**src/rtl/vlpd_pkg.sv**
```systemverilog
// Shared types and constants of the varint length-prefixed deframer.
`timescale 1ns / 1ps

package vlpd_pkg;

    localparam logic [2:0] VARINT_MAX_BYTES = 3'd5;
    localparam logic [7:0] PREAMBLE_BYTE    = 8'h00;
    localparam logic [15:0] BUF_LIMIT_RESET = 16'd128;

    localparam logic [2:0] K_HEADER  = 3'd0;
    localparam logic [2:0] K_PAYLOAD = 3'd1;
    localparam logic [2:0] K_EMPTY   = 3'd2;
    localparam logic [2:0] K_SKIP    = 3'd3;
    localparam logic [2:0] K_ERROR   = 3'd4;
    localparam logic [2:0] K_HALTED  = 3'd5;

    typedef enum logic [2:0] {
        PH_PREAMBLE = 3'd0,
        PH_LENGTH   = 3'd1,
        PH_TYPE     = 3'd2,
        PH_MESSAGE  = 3'd3,
        PH_SKIP     = 3'd4
    } phase_t;

    typedef struct packed {
        phase_t      phase;
        logic [31:0] byte_position;
        logic [31:0] varint_value;
        logic [2:0]  varint_count;
        logic [31:0] length;
        logic [31:0] msg_type;
        logic        halted;
    } parse_state_t;

    typedef struct packed {
        logic [2:0]  kind;
        logic [7:0]  payload_byte;
        logic [31:0] msg_type;
        logic [31:0] message_length;
        logic        last;
    } result_t;

    localparam parse_state_t PARSE_STATE_RESET = '{
        phase:         PH_PREAMBLE,
        byte_position: 32'd0,
        varint_value:  32'd0,
        varint_count:  3'd0,
        length:        32'd0,
        msg_type:      32'd0,
        halted:        1'b0
    };

endpackage

```
**src/rtl/vlpd_step.sv**
```systemverilog
// Per-item parser step: next parse state and result for one stream byte.
`timescale 1ns / 1ps

module vlpd_step (
    input  vlpd_pkg::parse_state_t state,
    input  logic [15:0]            buf_limit,
    input  logic [7:0]             data_byte,
    output vlpd_pkg::parse_state_t state_next,
    output vlpd_pkg::result_t      result
);

    logic [6:0]  low7;
    logic [31:0] shifted;
    logic [31:0] acc_value;
    logic [2:0]  count_inc;
    logic        vi_over;
    logic        vi_done;
    logic [31:0] pos_inc;
    logic [2:0]  kind;
    logic [7:0]  pay;
    logic        last;

    assign low7      = data_byte[6:0];
    assign acc_value = state.varint_value | shifted;
    assign count_inc = state.varint_count + 3'd1;
    assign pos_inc   = state.byte_position + 32'd1;

    always_comb begin
        case (state.varint_count)
            3'd0:    shifted = {25'd0, low7};
            3'd1:    shifted = {18'd0, low7, 7'd0};
            3'd2:    shifted = {11'd0, low7, 14'd0};
            3'd3:    shifted = {4'd0, low7, 21'd0};
            3'd4:    shifted = {low7[3:0], 28'd0};
            default: shifted = 32'd0;
        endcase
    end

    always_comb begin
        vi_over = 1'b0;
        vi_done = 1'b0;
        if (state.varint_count >= vlpd_pkg::VARINT_MAX_BYTES) begin
            vi_over = 1'b1;
        end else if (!data_byte[7]) begin
            vi_done = 1'b1;
        end else if (count_inc >= vlpd_pkg::VARINT_MAX_BYTES) begin
            vi_over = 1'b1;
        end
    end

    always_comb begin
        state_next = state;
        kind = vlpd_pkg::K_HEADER;
        pay  = 8'd0;
        last = 1'b0;
        if (state.halted) begin
            kind = vlpd_pkg::K_HALTED;
        end else begin
            unique case (state.phase)
                vlpd_pkg::PH_LENGTH, vlpd_pkg::PH_TYPE: begin
                    if (vi_over) begin
                        kind = vlpd_pkg::K_ERROR;
                        state_next.halted = 1'b1;
                        if (state.varint_count < vlpd_pkg::VARINT_MAX_BYTES) begin
                            state_next.varint_value = acc_value;
                            state_next.varint_count = count_inc;
                        end
                    end else if (vi_done) begin
                        if (state.phase == vlpd_pkg::PH_LENGTH) begin
                            state_next.length = acc_value;
                            state_next.phase  = vlpd_pkg::PH_TYPE;
                        end else begin
                            state_next.msg_type      = acc_value;
                            state_next.byte_position = 32'd0;
                            if (state.length == 32'd0) begin
                                kind = vlpd_pkg::K_EMPTY;
                                last = 1'b1;
                                state_next.phase = vlpd_pkg::PH_PREAMBLE;
                            end else if (state.length >= {16'd0, buf_limit}) begin
                                state_next.phase = vlpd_pkg::PH_SKIP;
                            end else begin
                                state_next.phase = vlpd_pkg::PH_MESSAGE;
                            end
                        end
                        state_next.varint_value = 32'd0;
                        state_next.varint_count = 3'd0;
                    end else begin
                        state_next.varint_value = acc_value;
                        state_next.varint_count = count_inc;
                    end
                end
                vlpd_pkg::PH_MESSAGE, vlpd_pkg::PH_SKIP: begin
                    if (state.phase == vlpd_pkg::PH_MESSAGE) begin
                        kind = vlpd_pkg::K_PAYLOAD;
                        pay  = data_byte;
                    end else begin
                        kind = vlpd_pkg::K_SKIP;
                    end
                    state_next.byte_position = pos_inc;
                    if (pos_inc == state.length) begin
                        last = 1'b1;
                        state_next.byte_position = 32'd0;
                        state_next.phase = vlpd_pkg::PH_PREAMBLE;
                    end
                end
                default: begin
                    if (data_byte != vlpd_pkg::PREAMBLE_BYTE) begin
                        kind = vlpd_pkg::K_ERROR;
                        state_next.halted = 1'b1;
                    end else begin
                        state_next.phase         = vlpd_pkg::PH_LENGTH;
                        state_next.varint_value  = 32'd0;
                        state_next.varint_count  = 3'd0;
                        state_next.byte_position = 32'd0;
                    end
                end
            endcase
        end
    end

    assign result = '{
        kind:           kind,
        payload_byte:   pay,
        msg_type:       state_next.msg_type,
        message_length: state_next.length,
        last:           last
    };

endmodule

```
**src/rtl/varint_length_prefixed_deframer_core.sv**
```systemverilog
// Top level of the varint length-prefixed deframer: registers and handshakes.
//
//  Group  | Dir | Handshake              | Payload
//  s_     | in  | s_tvalid / s_tready    | tdata[7:0] data_byte
//  m_     | out | m_tvalid / m_tready    | tdata payload/type/length, tuser kind, tlast last
//  cfg_   | in  | cfg_valid / cfg_ready  | cfg_data[15:0] buffer limit
//
// One byte per cycle sustained while m_tready keeps up; a byte passes the input register,
// then one step of parser logic into the result register.
// Reset clears the parser state, both valid flags and sets the buffer limit to 128.
// A stalled result holds the result register; the input register takes a byte
// while it is empty, or while its byte moves into a free or draining result register.
`timescale 1ns / 1ps

module varint_length_prefixed_deframer_core (
    input  logic        aclk,
    input  logic        aresetn,
    input  logic        s_tvalid,
    output logic        s_tready,
    input  logic [7:0]  s_tdata,   // [7:0] data_byte
    output logic        m_tvalid,
    input  logic        m_tready,
    output logic [71:0] m_tdata,   // [7:0] payload_byte, [39:8] msg_type,
                                   // [71:40] message_length
    output logic [2:0]  m_tuser,   // [2:0] kind
    output logic        m_tlast,
    input  logic        cfg_valid,
    output logic        cfg_ready,
    input  logic [15:0] cfg_data   // [15:0] buffer limit
);

    logic                   in_valid_reg;
    logic [7:0]             in_byte_reg;
    logic                   out_valid_reg;
    vlpd_pkg::result_t      out_reg;
    vlpd_pkg::parse_state_t state_reg;
    vlpd_pkg::parse_state_t state_next;
    vlpd_pkg::result_t      res_next;
    logic [15:0]            buf_limit_reg;
    logic                   advance;
    logic                   s_accept;

    vlpd_step u_step (
        .state       (state_reg),
        .buf_limit   (buf_limit_reg),
        .data_byte   (in_byte_reg),
        .state_next  (state_next),
        .result      (res_next)
    );

    assign advance   = in_valid_reg && (!out_valid_reg || m_tready);
    assign s_tready  = !in_valid_reg || !out_valid_reg || m_tready;
    assign s_accept  = s_tvalid && s_tready;
    assign cfg_ready = 1'b1;

    always_ff @(posedge aclk) begin
        if (!aresetn) begin
            in_valid_reg    <= 1'b0;
            out_valid_reg   <= 1'b0;
            state_reg       <= vlpd_pkg::PARSE_STATE_RESET;
            buf_limit_reg   <= vlpd_pkg::BUF_LIMIT_RESET;
        end else begin
            if (cfg_valid) begin
                buf_limit_reg <= cfg_data;
            end
            if (s_accept) begin
                in_valid_reg <= 1'b1;
            end else if (advance) begin
                in_valid_reg <= 1'b0;
            end
            if (advance) begin
                out_valid_reg <= 1'b1;
                state_reg     <= state_next;
            end else if (m_tready) begin
                out_valid_reg <= 1'b0;
            end
        end
    end

    always_ff @(posedge aclk) begin
        if (s_accept) begin
            in_byte_reg <= s_tdata;
        end
        if (advance) begin
            out_reg <= res_next;
        end
    end

    assign m_tvalid = out_valid_reg;
    assign m_tdata  = {out_reg.message_length, out_reg.msg_type, out_reg.payload_byte};
    assign m_tuser  = out_reg.kind;
    assign m_tlast  = out_reg.last;

endmodule

```
**config.mk**
```make
export PLATFORM = sky130hd
export DESIGN_NAME = varint_length_prefixed_deframer_core
export DESIGN_NICKNAME = d
export VERILOG_FILES = /design/src/rtl/vlpd_pkg.sv /design/src/rtl/vlpd_step.sv /design/src/rtl/varint_length_prefixed_deframer_core.sv
export SDC_FILE = /design/constraint.sdc
export NUM_CORES = 1
export LEC_CHECK = 0
export ABC_AREA = 1
export BUFFER_PORTS_ARGS = -buffer_cell sky130_fd_sc_hd__clkbuf_2
export CELL_PAD_IN_SITES_DETAIL_PLACEMENT = 1
export CELL_PAD_IN_SITES_GLOBAL_PLACEMENT = 2
export CORE_AREA = 2 2 156 310
export DETAILED_ROUTE_END_ITERATION = 10
export DIE_AREA = 0 0 158 312
export GPL_ROUTABILITY_DRIVEN = 0
export PLACE_DENSITY = 0.87
export SETUP_SLACK_MARGIN = 0.15
export SYNTH_ARGS = -nofsm -noshare
export SYNTH_HDL_FRONTEND = slang
export SYNTH_HIERARCHICAL = 1
export SYNTH_SLANG_ARGS = --single-unit
```
**constraint.sdc**
```tcl
create_clock -name aclk -period 4.78 [get_ports aclk]
set_clock_uncertainty 0.05 [all_clocks]
set_input_delay 0.239 -clock aclk [delete_from_list [all_inputs] [get_ports aclk]]
set_output_delay 0.239 -clock aclk [all_outputs]
set_load 0.02 [all_outputs]
```
==> flow_metrics.env <==
export IMPL_run_status="completed"
export IMPL_power_density_nw_per_um2=349
export IMPL_setup_worst_path_end_class="flip-flop"
export IMPL_dr_first_iter_drc_count=553
export IMPL_switching_share=0.313
export IMPL_antenna_found_initial=0
export IMPL_cts_sinks=237
export IMPL_slew_limit_headroom=0.154
export IMPL_startpoint_type="flip-flop"
export IMPL_via_count=14142
export IMPL_h_tree_depth=1
export IMPL_post_synth_top_area_cell="dfxtp_1"
export IMPL_required_ps=5170
export IMPL_reg2reg_depth=21
export IMPL_syn_to_final_growth_pct=10.8
export IMPL_wirelength_um=54500
export IMPL_period_share=0.792
export IMPL_cts_root_buf="clkbuf_16"
export IMPL_clock_power_share=0.393
export IMPL_layout_commonest_cell="nand2_1"
export IMPL_leakagePower_nw=6.69
export IMPL_die_x_um=158
export IMPL_p_switching_mw=1.74
export IMPL_setup_violations=0
export IMPL_hp_class="input port to flip-flop"
export IMPL_finalHoldViolations=0
export IMPL_rows=112
export IMPL_layout_min_cycle_time_ps=3790
export IMPL_layout_common_cells="nand2_1, inv_1, nor2_1"
export IMPL_fin_hold_ws_ps=72.7
export IMPL_slew_viol_final=0
export IMPL_port_buffers=106
export IMPL_pwr_share_seq=0.421
export IMPL_min_path_cells=4
export IMPL_ys_ff_latch=237
export IMPL_dieHeight_um=312
export IMPL_rsz0062_at_grt="no"
export IMPL_drtPass1Iterations=7
export IMPL_grt_pass1_wl_um=84000
export IMPL_antenna_cells=0
export IMPL_clockBufferDepth=3
export IMPL_worstMarginPinSlew_ps=1260
export IMPL_drv_cap=0
export IMPL_grt_pass1_vias=14821
export IMPL_ir_worst_vdd_v=0.000226
export IMPL_clk_latency_ps=550
export IMPL_antenna_left=0
export IMPL_drive_above_1_share=0.0880
export IMPL_largest_reg_flops=135
export IMPL_synth_area_top_cells="dfxtp_1, edfxtp_1, nand2_1"
export IMPL_wl_per_cell_um=19.6
export IMPL_coreArea_um2=46800
export IMPL_cp_max_fo=18
export IMPL_route_detailed_drc=0
export IMPL_cts_tree="yes"
export IMPL_syn_nets=2196
export IMPL_grt_total_usage=0.221
export IMPL_syn_avg_cell_area_um2=6.71
export IMPL_internal_power_mw=3.82
export IMPL_yosysTopAreaCellShare=0.213
export IMPL_nets=2192
export IMPL_gr_total_overflow=0
export IMPL_ys_warnings_count=6
export IMPL_path_class="flip-flop to flip-flop"
export IMPL_nFillCells=5988
export IMPL_fmax_mhz=264
export IMPL_combPwrFrac=0.186
export IMPL_initial_core_util=0.307
export IMPL_synth_cells=2145
export IMPL_dieArea_um2=49300
export IMPL_pin_count=108
export IMPL_clk_pin_slew_worst_paths_ps=70
export IMPL_syn_area_um2=14400
export IMPL_dp_hpwl_um=40000
export IMPL_numCtsBuffers=24
export IMPL_synth_seq_area_share=0.388
export IMPL_fin_tns_setup_ps=0
export IMPL_synth_cell_types=36
export IMPL_cts_resized=0
export IMPL_grt_max_degree=223
export IMPL_worstPathArrival_ps=4170
export IMPL_vias_per_cell=5.08
==> routing by layer <==
metal | wire length, um | GRT usage
met5 | 0 | 0
met1 | 19000 | 0.212
met2 | 28700 | 0.413
met4 | 5100 | 0.176
met3 | 1740 | 0.0251
==> worst max-delay path, stage by stage, from the launching register on <==
cell and delay (ps):
dfxtp_1 490, ha_1 300, nand2_1 160, nor2_4 270
nand2_1 210, nor2_1 300, nand2_1 120, nand2_1 110
nand3_1 80, nand2_1 70, nand2_1 50, nor2_1 180
nand2_1 90, nor2_2 130, nand2_2 280, buf_4 340
nand4_1 110, nand2_1 60, inv_1 50, nand3_1 70
nand2_1 110, nor2_1 50
==> path summary, 6_finish.rpt <==
| kind | start | end | slack, ps |
|---|---|---|---|
| worst min-delay path | m_tready | in_valid_reg$_SDFFE_PN0P_ | 70 |
| worst max register to register | state_reg[100]$_SDFFE_PN0P_ | state_reg[109]$_SDFFE_PN0P_ | 990 |
| worst min register to register | buf_limit_reg[7]$_SDFFE_PN1P_ | buf_limit_reg[7]$_SDFFE_PN1P_ | 410 |
| worst max-delay path | state_reg[100]$_SDFFE_PN0P_ | state_reg[109]$_SDFFE_PN0P_ | 990 |
==> logic make-up after synthesis <==
kind of cell	Yosys count	synth area share
other	1	0.000261
DFF	237	0.388
buffers and inverters	475	0.154
and+or+nand+nor	1073	0.313
adders and majority gates	22	0.0191
AOI/OAI and AO/OA	337	0.125
==> Yosys cell counts (all sizes together) <==
master,n
a211oi,8
a21oi,182
a22oi,8
a31oi,13
a32oi,1
and2,1
and3,1
buf,139
clkbuf,38
clkinv,3
conb,1
dfxtp,153
edfxtp,84
ha,22
inv,295
nand2,520
nand3,220
nand3b,5
nand4,32
nor2,279
nor3,15
o2111ai,1
o21ai,98
o21bai,15
o221ai,1
o22ai,10
==> per-stage QoR <==
step           power, mW  instances  setup WS (ps)   util  instance area [um2]
2_1_floorplan       3.09       2145           1480      -                14400
3_3_place_gp        3.35       2717           1150  0.316                14800
3_5_place_dp        3.39       2717           1040  0.316                14800
4_1_cts             5.61       2786           1020  0.340                15900
5_1_grt             5.81       2786            667  0.340                15900
6_report            5.55       2786            993  0.340                15900
==> power by group through the flow <==
stage	combinational [mW]	sequential [mW]	clock [mW]
global route	1.15	2.35	2.30
global placement	0.975	2.38	0
detailed placement	1.01	2.38	0
CTS	1.04	2.34	2.24
finish	1.04	2.34	2.18
floorplan	0.709	2.38	0
==> cell type report <==
type,count,area (um2),share of cell area
Clock buffer,26,629,0.0395
Multi-Input combinational cell,1433,6620,0.415
Timing Repair Buffer,147,928,0.0583
Sequential cell,237,5590,0.351
Clock inverter,18,262,0.0164
Inverter,298,1120,0.0702
Tap cell,627,785,0.0492
==> what timing repair did <==
action,4_1_cts,5_1_grt
endpoints found under the hold margin,25,0
hold buffers,25,0
setup buffers,0,0
No activity file was read; power rests on OpenSTA's default activity.
